### src/hw/rtl/dimmer_ramp_controller_defines.svh
// Assertion macros for the dimmer ramp controller.
// Used by the top level only; no other dependencies.
`ifndef DIMMER_RAMP_CONTROLLER_DEFINES_SVH
`define DIMMER_RAMP_CONTROLLER_DEFINES_SVH

`ifndef SYNTHESIS
`define DRC_ASSERT(lbl, clk, rstn, prop, msg) \
    lbl: assert property (@(posedge clk) disable iff (!(rstn)) (prop)) else $error(msg);
`define DRC_ASSERT_NEXT(lbl, clk, rstn, ante, cons, msg) \
    lbl: assert property (@(posedge clk) disable iff (!(rstn)) (ante) |=> (cons)) \
        else $error(msg);
`else
`define DRC_ASSERT(lbl, clk, rstn, prop, msg)
`define DRC_ASSERT_NEXT(lbl, clk, rstn, ante, cons, msg)
`endif

`endif

### src/hw/rtl/drc_pkg.sv
// Shared codes and helpers for the dimmer ramp controller.
// No dependencies.
package drc_pkg;

    // command codes (s_tuser)
    localparam logic [2:0] FUNC_SET    = 3'd0;
    localparam logic [2:0] FUNC_START  = 3'd1;
    localparam logic [2:0] FUNC_STOP   = 3'd2;
    localparam logic [2:0] FUNC_RAMP   = 3'd3;
    localparam logic [2:0] FUNC_TIME   = 3'd4;
    localparam logic [2:0] FUNC_STATUS = 3'd5;

    // event codes (m_tuser)
    localparam logic [2:0] EVT_NONE    = 3'd0;
    localparam logic [2:0] EVT_STARTED = 3'd1;
    localparam logic [2:0] EVT_ON      = 3'd2;
    localparam logic [2:0] EVT_OFF     = 3'd3;
    localparam logic [2:0] EVT_STATUS  = 3'd4;

    // configuration register indexes
    localparam logic [1:0] CFG_RANGE_START = 2'd0;
    localparam logic [1:0] CFG_RANGE_END   = 2'd1;
    localparam logic [1:0] CFG_STEP_NORMAL = 2'd2;
    localparam logic [1:0] CFG_STEP_START  = 2'd3;

    localparam logic [6:0] PCT_MAX = 7'd100;
    localparam logic [9:0] LEVEL_MAX = 10'd1000;

    // x / 10 by reciprocal, exact for x up to 1019
    function automatic logic [6:0] div10(input logic [9:0] x);
        logic [17:0] prod;
        prod = {8'd0, x} * 18'd205;
        return prod[17:11];
    endfunction

    // x * 10 as two shifted adds
    function automatic logic [10:0] mul10(input logic [6:0] x);
        return {1'b0, x, 3'b000} + {3'b000, x, 1'b0};
    endfunction

endpackage

### src/hw/rtl/dimmer_ramp_controller.sv
// Dimmer ramp controller top level.
// Depends on drc_pkg and dimmer_ramp_controller_defines.svh.
//
// Usage:
//   s_ channel carries commands and ticks: s_tuser holds the command code,
//   s_tdata the level, hold count and start mode. Every accepted item gives
//   exactly one result on the m_ channel: m_tuser is the event kind, m_tdata
//   the event percent, rising flag, drive update flag and drive level.
//   cfg_wr_en / cfg_index / cfg_wdata write the range and step registers;
//   write only while no item is in flight.
//   An accepted item is held in the input register; its result is then
//   loaded into the output register, whose valid flag drives m_tvalid.
//   Throughput is one item per cycle while the receiver takes results:
//   all state update is one combinational pass over the input register
//   and the state registers.
//   When the receiver stalls, the result holds, the input register fills and
//   s_tready falls; nothing is dropped. State only moves when a result is
//   loaded.
//   Reset (aresetn low, synchronous) clears both channels, sets the level,
//   goal and hold count to zero, the step to minus one and the
//   configuration registers to their defaults.
`include "dimmer_ramp_controller_defines.svh"

module dimmer_ramp_controller
    import drc_pkg::*;
(
    input  logic        aclk,
    input  logic        aresetn,

    input  logic        cfg_wr_en,
    input  logic [1:0]  cfg_index,
    input  logic [9:0]  cfg_wdata,

    input  logic        s_tvalid,
    output logic        s_tready,
    input  logic [31:0] s_tdata,  // level[6:0], hold_ticks[22:7], start_mode[24:23], zero
    input  logic [2:0]  s_tuser,  // func[2:0]

    output logic        m_tvalid,
    input  logic        m_tready,
    output logic [23:0] m_tdata,  // event_percent[6:0], event_rising[7],
                                  // drive_update[8], drive_level[18:9], zero
    output logic [2:0]  m_tuser   // event_kind[2:0]
);

    // configuration
    logic [6:0] range_start_reg, range_end_reg;
    logic [9:0] step_normal_reg, step_start_reg;

    // state
    logic [9:0]         level_now_reg, level_now_next;
    logic [9:0]         level_goal_reg, level_goal_next;
    logic signed [10:0] signed_step_reg, signed_step_next;
    logic               ramping_reg, ramping_next;
    logic [15:0]        hold_left_reg, hold_left_next;

    // input register
    logic        s1_valid_reg;
    logic [2:0]  s1_func_reg;
    logic [6:0]  s1_level_reg;
    logic [15:0] s1_hold_reg;
    logic [1:0]  s1_mode_reg;

    // result register
    logic        m_valid_reg;
    logic [2:0]  kind_reg, kind_next;
    logic [6:0]  pct_reg, pct_next;
    logic        rising_reg, rising_next;
    logic        upd_reg, upd_next;
    logic [9:0]  drv_reg, drv_next;

    logic proc;

    assign proc     = s1_valid_reg && (!m_valid_reg || m_tready);
    assign s_tready = !s1_valid_reg || proc;

    assign m_tvalid = m_valid_reg;
    assign m_tuser  = kind_reg;
    assign m_tdata  = {5'd0, drv_reg, upd_reg, rising_reg, pct_reg};

    // ramp start unit, shared by set, start and auto-off
    logic [6:0]         br_pct_raw, br_pct_a, br_pct;
    logic signed [10:0] br_base, br_s, br_step;
    logic [9:0]         br_mag, br_goal10, br_goal;
    logic [10:0]        br_goal11;
    logic               br_change;
    logic signed [10:0] eff_step;
    logic [6:0]         now_pct;

    assign now_pct  = div10(level_now_reg);
    assign eff_step = (s1_mode_reg == 2'd0) ? 11'sd1 : signed_step_reg;

    always_comb begin
        case (s1_func_reg)
            FUNC_START: begin
                br_pct_raw = (eff_step < 0) ? PCT_MAX : 7'd0;
                br_base    = eff_step;
                br_mag     = step_start_reg;
            end
            FUNC_TIME: begin
                br_pct_raw = 7'd0;
                br_base    = signed_step_reg;
                br_mag     = step_normal_reg;
            end
            default: begin
                br_pct_raw = s1_level_reg;
                br_base    = signed_step_reg;
                br_mag     = step_normal_reg;
            end
        endcase
        br_pct_a  = (br_pct_raw > PCT_MAX) ? PCT_MAX : br_pct_raw;
        br_pct    = (br_pct_a > range_end_reg) ? range_end_reg : br_pct_a;
        br_goal11 = mul10(br_pct);
        br_goal10 = br_goal11[9:0];
        br_s      = (br_mag == 10'd0) ? 11'sd1 : $signed({1'b0, br_mag});
        br_change = (br_pct != now_pct);
        br_goal   = br_change ? br_goal10 : level_goal_reg;
        if (br_change) begin
            br_step = (br_goal10 > level_now_reg) ? br_s : -br_s;
        end else begin
            br_step = br_base;
        end
    end

    // ramp tick arithmetic, 13-bit signed to hold lo/hi up to 1270 and now+step
    logic signed [12:0] now13, goal13, step13, lo13, hi13, up13, dn13;
    logic               go_up, go_down;

    assign now13   = $signed({3'b000, level_now_reg});
    assign goal13  = $signed({3'b000, level_goal_reg});
    assign step13  = {{2{signed_step_reg[10]}}, signed_step_reg};
    assign lo13    = $signed({2'b00, mul10(range_start_reg)});
    assign hi13    = $signed({2'b00, mul10(range_end_reg)});
    assign go_up   = (signed_step_reg > 0) && (level_now_reg < level_goal_reg);
    assign go_down = (signed_step_reg < 0) && (level_now_reg > level_goal_reg);

    always_comb begin
        logic signed [12:0] t_up, t_dn;
        t_up = (now13 < lo13) ? lo13 : now13 + step13;
        up13 = (t_up > goal13 || t_up > hi13) ? goal13 : t_up;
        t_dn = (now13 > hi13) ? hi13 : now13 + step13;
        dn13 = (t_dn < goal13 || t_dn < lo13) ? goal13 : t_dn;
    end

    always_comb begin
        level_now_next   = level_now_reg;
        level_goal_next  = level_goal_reg;
        signed_step_next = signed_step_reg;
        ramping_next     = ramping_reg;
        hold_left_next   = hold_left_reg;
        kind_next        = EVT_NONE;
        pct_next         = 7'd0;
        rising_next      = 1'b0;
        upd_next         = 1'b0;
        drv_next         = 10'd0;
        case (s1_func_reg) inside
            FUNC_SET, FUNC_START: begin
                hold_left_next   = (s1_func_reg == FUNC_SET) ? s1_hold_reg : 16'd0;
                level_goal_next  = br_goal;
                signed_step_next = br_step;
                ramping_next     = 1'b1;
                kind_next        = EVT_STARTED;
                rising_next      = (br_step > 0);
            end
            FUNC_STOP: begin
                hold_left_next = 16'd0;
                ramping_next   = 1'b0;
                if (level_now_reg != 10'd0) begin
                    kind_next = EVT_ON;
                    pct_next  = now_pct;
                end else begin
                    kind_next = EVT_OFF;
                end
            end
            FUNC_RAMP: begin
                if (ramping_reg) begin
                    upd_next = 1'b1;
                    if (go_up) begin
                        level_now_next = up13[9:0];
                        drv_next       = up13[9:0];
                    end else if (go_down) begin
                        level_now_next = dn13[9:0];
                        drv_next       = dn13[9:0];
                    end else begin
                        // arrived: settle on the goal and report on/off
                        level_now_next = level_goal_reg;
                        ramping_next   = 1'b0;
                        drv_next       = level_goal_reg;
                        if (level_goal_reg != 10'd0) begin
                            kind_next = EVT_ON;
                            pct_next  = div10(level_goal_reg);
                        end else begin
                            kind_next = EVT_OFF;
                        end
                    end
                end
            end
            FUNC_TIME: begin
                if (!ramping_reg && hold_left_reg != 16'd0) begin
                    hold_left_next = hold_left_reg - 16'd1;
                    // hold expired: silent ramp to dark
                    if (hold_left_reg == 16'd1) begin
                        level_goal_next  = br_goal;
                        signed_step_next = br_step;
                        ramping_next     = 1'b1;
                    end
                end
            end
            FUNC_STATUS: begin
                kind_next = EVT_STATUS;
                pct_next  = now_pct;
            end
            default: begin
            end
        endcase
    end

    always_ff @(posedge aclk) begin
        if (!aresetn) begin
            range_start_reg <= 7'd0;
            range_end_reg   <= PCT_MAX;
            step_normal_reg <= 10'd10;
            step_start_reg  <= 10'd5;
        end else if (cfg_wr_en) begin
            unique case (cfg_index)
                CFG_RANGE_START: range_start_reg <= cfg_wdata[6:0];
                CFG_RANGE_END:   range_end_reg   <= cfg_wdata[6:0];
                CFG_STEP_NORMAL: step_normal_reg <= cfg_wdata;
                CFG_STEP_START:  step_start_reg  <= cfg_wdata;
                default: begin
                end
            endcase
        end
    end

    always_ff @(posedge aclk) begin
        if (!aresetn) begin
            level_now_reg   <= 10'd0;
            level_goal_reg  <= 10'd0;
            signed_step_reg <= -11'sd1;
            ramping_reg     <= 1'b0;
            hold_left_reg   <= 16'd0;
            s1_valid_reg    <= 1'b0;
            m_valid_reg     <= 1'b0;
        end else begin
            if (s_tready) begin
                s1_valid_reg <= s_tvalid;
            end
            if (proc) begin
                level_now_reg   <= level_now_next;
                level_goal_reg  <= level_goal_next;
                signed_step_reg <= signed_step_next;
                ramping_reg     <= ramping_next;
                hold_left_reg   <= hold_left_next;
                m_valid_reg     <= 1'b1;
            end else if (m_tready) begin
                m_valid_reg <= 1'b0;
            end
        end
    end

    // payload registers, no reset
    always_ff @(posedge aclk) begin
        if (s_tready && s_tvalid) begin
            s1_func_reg  <= s_tuser;
            s1_level_reg <= s_tdata[6:0];
            s1_hold_reg  <= s_tdata[22:7];
            s1_mode_reg  <= s_tdata[24:23];
        end
        if (proc) begin
            kind_reg   <= kind_next;
            pct_reg    <= pct_next;
            rising_reg <= rising_next;
            upd_reg    <= upd_next;
            drv_reg    <= drv_next;
        end
    end

    `DRC_ASSERT(a_level_range, aclk, aresetn, level_now_reg <= LEVEL_MAX, "level out of range")
    `DRC_ASSERT(a_step_nonzero, aclk, aresetn, signed_step_reg != 11'sd0, "zero ramp step")
    `DRC_ASSERT(a_drive_matches, aclk, aresetn, !(m_valid_reg && upd_reg) || drv_reg == level_now_reg, "drive level differs from held level")
    `DRC_ASSERT_NEXT(a_done_idle, aclk, aresetn, proc && s1_func_reg == FUNC_RAMP && ramping_reg && !go_up && !go_down, !ramping_reg && level_now_reg == level_goal_reg, "ramp end did not settle")

endmodule
### config.mk
export PLATFORM = sky130hd
export DESIGN_NAME = dimmer_ramp_controller
export DESIGN_NICKNAME = d
export VERILOG_FILES = /design/src/hw/rtl/drc_pkg.sv /design/src/hw/rtl/dimmer_ramp_controller.sv
export VERILOG_INCLUDE_DIRS = /design/src /design/src/hw/rtl
export SDC_FILE = /design/constraint.sdc
export NUM_CORES = 1
export LEC_CHECK = 0
export BUFFER_PORTS_ARGS = -buffer_cell sky130_fd_sc_hd__buf_2
export CORE_AREA = 2 2 152 154
export CTS_CLUSTER_SIZE = 16
export DETAILED_ROUTE_END_ITERATION = 16
export DIE_AREA = 0 0 154 156
export GPL_ROUTABILITY_DRIVEN = 0
export PLACE_DENSITY = 0.79
export SYNTH_ARGS = -nofsm -noshare
export SYNTH_HDL_FRONTEND = slang
export SYNTH_SLANG_ARGS = --single-unit
### constraint.sdc
create_clock -name aclk -period 17.6 [get_ports aclk]
set_input_delay 3.52 -clock aclk [delete_from_list [all_inputs] [get_ports aclk]]
set_output_delay 3.52 -clock aclk [all_outputs]
set_load 0.05 [all_outputs]
# --- Yosys cells after proc, flatten, opt, wreduce, memory -nomap -nowiden ---
# Cells that the tools add are included.
# Widths: inputs -> output; s select.
word_totals:
  ff_bits: 134
  latchBits: 0
  ram_bits: 0
  mem_bits_ro: 0
  inputBits: 52
  out_inout_bits: 29
  elab_cells: 164
  n_memories: 0
classes:
  n_addsub: 6
  mul: 2
  div_mod_pow: 0
  magnitude_cmp: 15
  n_eq_ne: 13
  shifts: 0
  muxes: 65
  bitwise_logic: 4
  reduce_logical: 39
ops:
  columns: ["operator", "count"]
  rows:
  - ["$mux 10", 13]
  - ["$mux 11", 10]
  - ["$mux 16", 6]
  - ["$mux 7", 12]
  - ["$mul 10x8->18 const B", 2]
  - ["$mux 13", 2]
  - ["$add 10x8->11", 2]
  - ["$gt 11x1->1 const B", 2]
  - ["$lt 11x1->1 const B", 2]
  - ["$gt 10x10->1", 2]
  - ["$reduce_bool 10->1", 2]
  - ["$eq 16x1->1 const B", 1]
  - ["$reduce_bool 16->1", 1]
  - ["$sub 16x1->16 const B", 1]
  - ["$mux 3", 5]
  - ["$mux 1", 14]
  - ["$pmux 7 s2", 1]
  - ["$gt 13x11->1", 1]
  - ["$gt 13x12->1", 1]
  - ["$lt 13x11->1", 1]
  - ["$lt 13x12->1", 1]
  - ["$add 11x11->12", 1]
  - ["$reduce_bool 4->1", 3]
  - ["$gt 10x11->1", 1]
  - ["31 further kinds", 57]

# --- Logic depth before layout (Yosys ltp) ---
depth:
  word_depth: 19
  ltp_mapped: 28
  ltp_nobuf: 26

# --- Worst setup path before layout ---
# No wires, ideal clock.
synth_timing:
  kind: "input to output"
  start: "in m_tready"
  end: "out s_tready"
  arrival_ps: 4024
  required_ps: 14080
  slack_ps: 10056
  path_stages: 2
  path_buffers: 0
  cell_sequence: "nor2b_1 -> nand2_1"
synth_between:
  elab_chain_cells: 3
synth_lines:
  columns: ["element", "line_no", "text"]
  rows:
  - ["from (decl)", "dimmer_ramp_controller.sv:40", "input logic m_tready,"]
  - ["$logic_or 1x1->1", "dimmer_ramp_controller.sv:74", "assign proc = s1_valid_reg && (!m_valid_reg || m_tready);"]
  - ["$logic_and 1x1->1", "dimmer_ramp_controller.sv:74", null]
  - ["$logic_or 1x1->1", "dimmer_ramp_controller.sv:75", "assign s_tready = !s1_valid_reg || proc;"]
  - ["to (decl)", "dimmer_ramp_controller.sv:35", "output logic s_tready,"]
# No other way between the ends.

# --- Worst setup path in the final report ---
# Ends and elaborated chain as after synthesis.

==> reports/summary.json <==
{
  "outcome": {"value": "complete, no violations"},
  "synth_simple_gate_area_share": {"value": 0.136},
  "cpMostUsedCell": {"value": "buf_2"},
  "cellInternalPower": {"value": 654, "unit": "µW"},
  "post_synth_xor_area_fraction": {"value": 0.0426},
  "cts_root_buffer": {"value": "clkbuf_16"},
  "synth_edf_count": {"value": 50},
  "cts_hold_buf": {"value": 0},
  "timing.critical_path.required": {"value": 14.08, "unit": "ns"},
  "sequentialPowerShare": {"value": 0.352},
  "first_global_vias": {"value": 10300},
  "postSynthAreaPerCell": {"value": 9.06, "unit": "µm²"},
  "tritoncts_buffer_count": {"value": 17},
  "drt_pre_antenna_iters": {"value": 5},
  "period_share": {"value": 0.434},
  "first_iter_violations": {"value": 676},
  "die_area": {"value": 24000, "unit": "µm²"},
  "cp.buffers_inverters": {"value": 2},
  "path_category_of_the_worst_min_delay_check": {"value": "flip-flop to flip-flop"},
  "synthesis.area": {"value": 12100, "unit": "µm²"},
  "timing.setup.tns": {"value": 0, "unit": "ns"},
  "place.detailed.hpwl": {"value": 23600, "unit": "µm"},
  "antenna_cells_inserted": {"value": 0},
  "grt_start_max_net_pins": {"value": 77},
  "regToRegStartpoint": {"value": "range_end_reg[0]"},
  "clock_latency": {"value": 0.44, "unit": "ns"},
  "clock_tree.buffer_depth": {"value": 2},
  "timing.critical_path.slowest_stage_cell": {"value": "buf_2"},
  "post_cts_gate_resize_count": {"value": 0},
  "worstSetupStartpoint": {"value": "m_tready"},
  "cap_viol_max_count": {"value": 0},
  "path_class": {"value": "input port to output port"},
  "yosys-mux-area-fraction": {"value": 0.0360},
  "critPathMaxFanout": {"value": 4},
  "critical-path-top-delay-family": {"value": "buffers and inverters"},
  "worst-path-stages": {"value": 4},
  "ioPinCount": {"value": 81},
  "worstMarginPinSlew": {"value": 1.12, "unit": "ns"},
  "compound_gate_portion_of_the_synthesized_area": {"value": 0.189},
  "synth_sequential_area_ratio": {"value": 0.261},
  "floorplan.die.width": {"value": 154, "unit": "µm"},
  "remaining_drc_errors": {"value": 0},
  "timing.critical_path.to": {"value": "s_tready"},
  "worst_r2r_path_depth": {"value": 20},
  "dominantRegCellSynth": {"value": "dfxtp_1"},
  "synth.ff_latch_count": {"value": 133},
  "drtAntennaViolNets": {"value": 0},
  "rsz_0062_raised_after_global_routing": {"value": "false"},
  "synth_cell_types": {"value": 82},
  "grt_first_pass_wirelength": {"value": 50200, "unit": "µm"},
  "final_setup_fails": {"value": 0},
  "hold_viol": {"value": 0},
  "yosys_warns": {"value": 0},
  "path_cells": {"value": "buf_2 -> nor2b_1 -> nand2_1 -> buf_2"},
  "cts.clk_slew.worst_paths": {"value": 0.07, "unit": "ns"},
  "routed_wire_length_per_instance": {"value": 18.1, "unit": "µm"},
  "power.share.combinational": {"value": 0.269},
  "h-tree-depth": {"value": 4},
  "synthesis.instances": {"value": 1340},
  "clkPwrFrac": {"value": 0.379},
  "drt_wirelength": {"value": 30800, "unit": "µm"},
  "port_buffers": {"value": 68},
  "coreArea": {"value": 22400, "unit": "µm²"},
  "top_achievable_clock_speed": {"value": 131, "unit": "MHz"},
  "overflow": {"value": 0},
  "grt_antenna_before_repair": {"value": 0},
  "max_stage_delay": {"value": 0.21, "unit": "ns"},
  "power.net_switching": {"value": 325, "unit": "µW"},
  "grtUsageTotal": {"value": 0.262},
  "postCtsSetupBuffers": {"value": 0},
  "postLayoutCoreUtil": {"value": 0.596},
  "num_rows": {"value": 55},
  "cp-start-kind": {"value": "input port"},
  "register_to_register_setup_slack": {"value": 10.64, "unit": "ns"},
  "via_count": {"value": 10200},
  "synth_top_family_by_area": {"value": "adder cells"},
  "timing.slew.headroom": {"value": 0.249},
  "chipHeight": {"value": 156, "unit": "µm"},
  "initial_utilization": {"value": 0.543},
  "timing.clock.skew": {"value": 0.0126, "unit": "ns"},
  "design.final.nets": {"value": 1697},
  "post_synth_fa_ha_maj_area_fraction": {"value": 0.272},
  "switching_fraction": {"value": 0.332},
  "data_arrival_at_the_endpoint_of_the_critical_path": {"value": 4.12, "unit": "ns"},
  "asyncSetResetFlopFracSynth": {"value": 0},
  "drv_slew": {"value": 0},
  "tritoncts_num_sinks": {"value": 133},
  "power.ir.vdd_worst": {"value": 0.0946, "unit": "mV"},
  "drive_gt1_frac": {"value": 0.105},
  "finalWorstPathRequiredPeriod": {"value": 7.64, "unit": "ns"},
  "drt-vias-per-instance": {"value": 6.02},
  "syn2layout_area_growth": {"value": 9.79, "unit": "%"},
  "cts_tree": {"value": "done"},
  "critical_path.endpoint_type": {"value": "output port"},
  "leakage": {"value": 0.00636, "unit": "µW"},
  "cellPowerDensity": {"value": 73.4, "unit": "nW/µm²"},
  "timing.rr.end": {"value": "drv_reg[1]"}
}
-- tightest hold or removal path, cell delays in order, from the launching register on --
cell and delay [ns]:
dfxtp_1 0.31, nand2_1 0.05, a21boi_0 0.07
-- layer usage --
layer / wire, µm / part of all wire / global-route usage / vias to the layer above
li1: - / - / - / 4931
met1: 12900 / 0.42 / 0.326 / 4790
met2: 14200 / 0.46 / 0.436 / 421
met3: 2470 / 0.080 / 0.0600 / 100
met4: 1200 / 0.039 / 0.115 / 0
met5: 0 / 0 / 0 / -
-- cell usage in the layout, fill, tap and decap left out, types with 8 or more instances in the layout --
master     instances
mux2i_1           32
o21a_1            11
nand3_1           17
a211oi_1          10
inv_1            150
a31oi_1           16
and2_1            14
and3_1            13
mux2_2             9
or3_1             17
nand2_1          117
clkbuf_16         17
fa_1              35
a21o_1            29
xor2_1            25
nand4_1           14
xnor2_1           27
a22oi_1           10
nor2b_1           14
a21boi_0          14
dfxtp_1           83
o21ai_0           70
a21oi_1           86
o21bai_1           8
nor3_1            28
nor2_1            72
buf_4             10
o221ai_2           9
nand2b_1           9
buf_2             68
edfxtp_1          50
ha_1             208
-- power groups by stage --
stage                     Sequential (µW)  Clock (µW)  Combinational, µW
after CTS                             345         374                260
after global placement                351           0                247
after global routing                  346         384                293
after detailed placement              351           0                257
after floorplan                       353           0                191
final                                 345         370                263
-- kinds of logic (layout without fill, tap and decap cells) --
group	Yosys count	after routing
AO/OA/AOI/OAI	336	336
XOR/XNOR	55	55
adder cells (fa/ha/maj)	243	243
buffers and inverters	190	261
flip-flops	133	133
multiplexers	42	42
other	1	5
AND/OR/NAND/NOR	340	340
-- worst min-delay path by stage --
stage          depth (start not counted)  slack [ns]                 to              start
6_report                               2        0.47  step_start_reg[5]  step_start_reg[5]
5_1_grt                                2        0.50  step_start_reg[9]  step_start_reg[9]
4_1_cts                                2        0.47  step_start_reg[5]  step_start_reg[5]
3_5_place_dp                           2        0.46  step_start_reg[5]  step_start_reg[5]
3_3_place_gp                           2        0.45  step_start_reg[5]  step_start_reg[5]
2_1_floorplan                          2        0.44  step_start_reg[5]  step_start_reg[5]
-- stage by stage --
stage               power, µW  hold slack [ns]  instances  area [µm²]  setup WS (ns)
floorplan                 545            0.443       1344       12200          10.06
CTS                       978            0.474       1700       13300           9.94
finish                    979            0.473       1700       13300           9.96
detailed placement        608            0.464       1668       12700           9.94
global route             1020            0.497       1700       13300           9.88
global placement          598            0.455       1668       12700           9.97
-- synthesized netlist by cell type, types with 6 or more instances --
cell type,count,share of area
o21a_1,11,0.0068
or3_1,17,0.0088
o21bai_1,8,0.0049
nor2_1,72,0.022
a21oi_1,86,0.035
a21boi_0,14,0.0087
dfxtp_1,83,0.14
edfxtp_1,50,0.12
and3_1,13,0.0067
a31oi_1,16,0.0082
o21ai_0,71,0.029
nand2_1,117,0.036
a22oi_1,10,0.0062
nor3_1,28,0.012
o221ai_2,9,0.011
nand2b_1,9,0.0046
nor4_1,6,0.0031
o22ai_1,7,0.0036
xor2_1,25,0.018
fa_1,35,0.058
o211a_1,6,0.0049
mux2i_1,32,0.026
clkbuf_1,22,0.0068
mux2_2,9,0.0083
inv_1,150,0.046
a21o_1,29,0.018
nand3_1,17,0.0070
nor2b_1,14,0.0072
xnor2_1,27,0.019
ha_1,208,0.21
a211oi_1,10,0.0062
nand4_1,14,0.0072
and2_1,14,0.0072
buf_4,9,0.0056
-- area by class of cell --
cell class / count / area, µm²
fillers: 1872 / 9040
multi-input cells: 1021 / 8220
well taps: 285 / 357
inverters: 151 / 567
repair buffers: 78 / 415
flip-flops and latches: 133 / 3160
clock inverters: 14 / 168
clock buffers: 18 / 439
(Power assumes the default switching activity.)
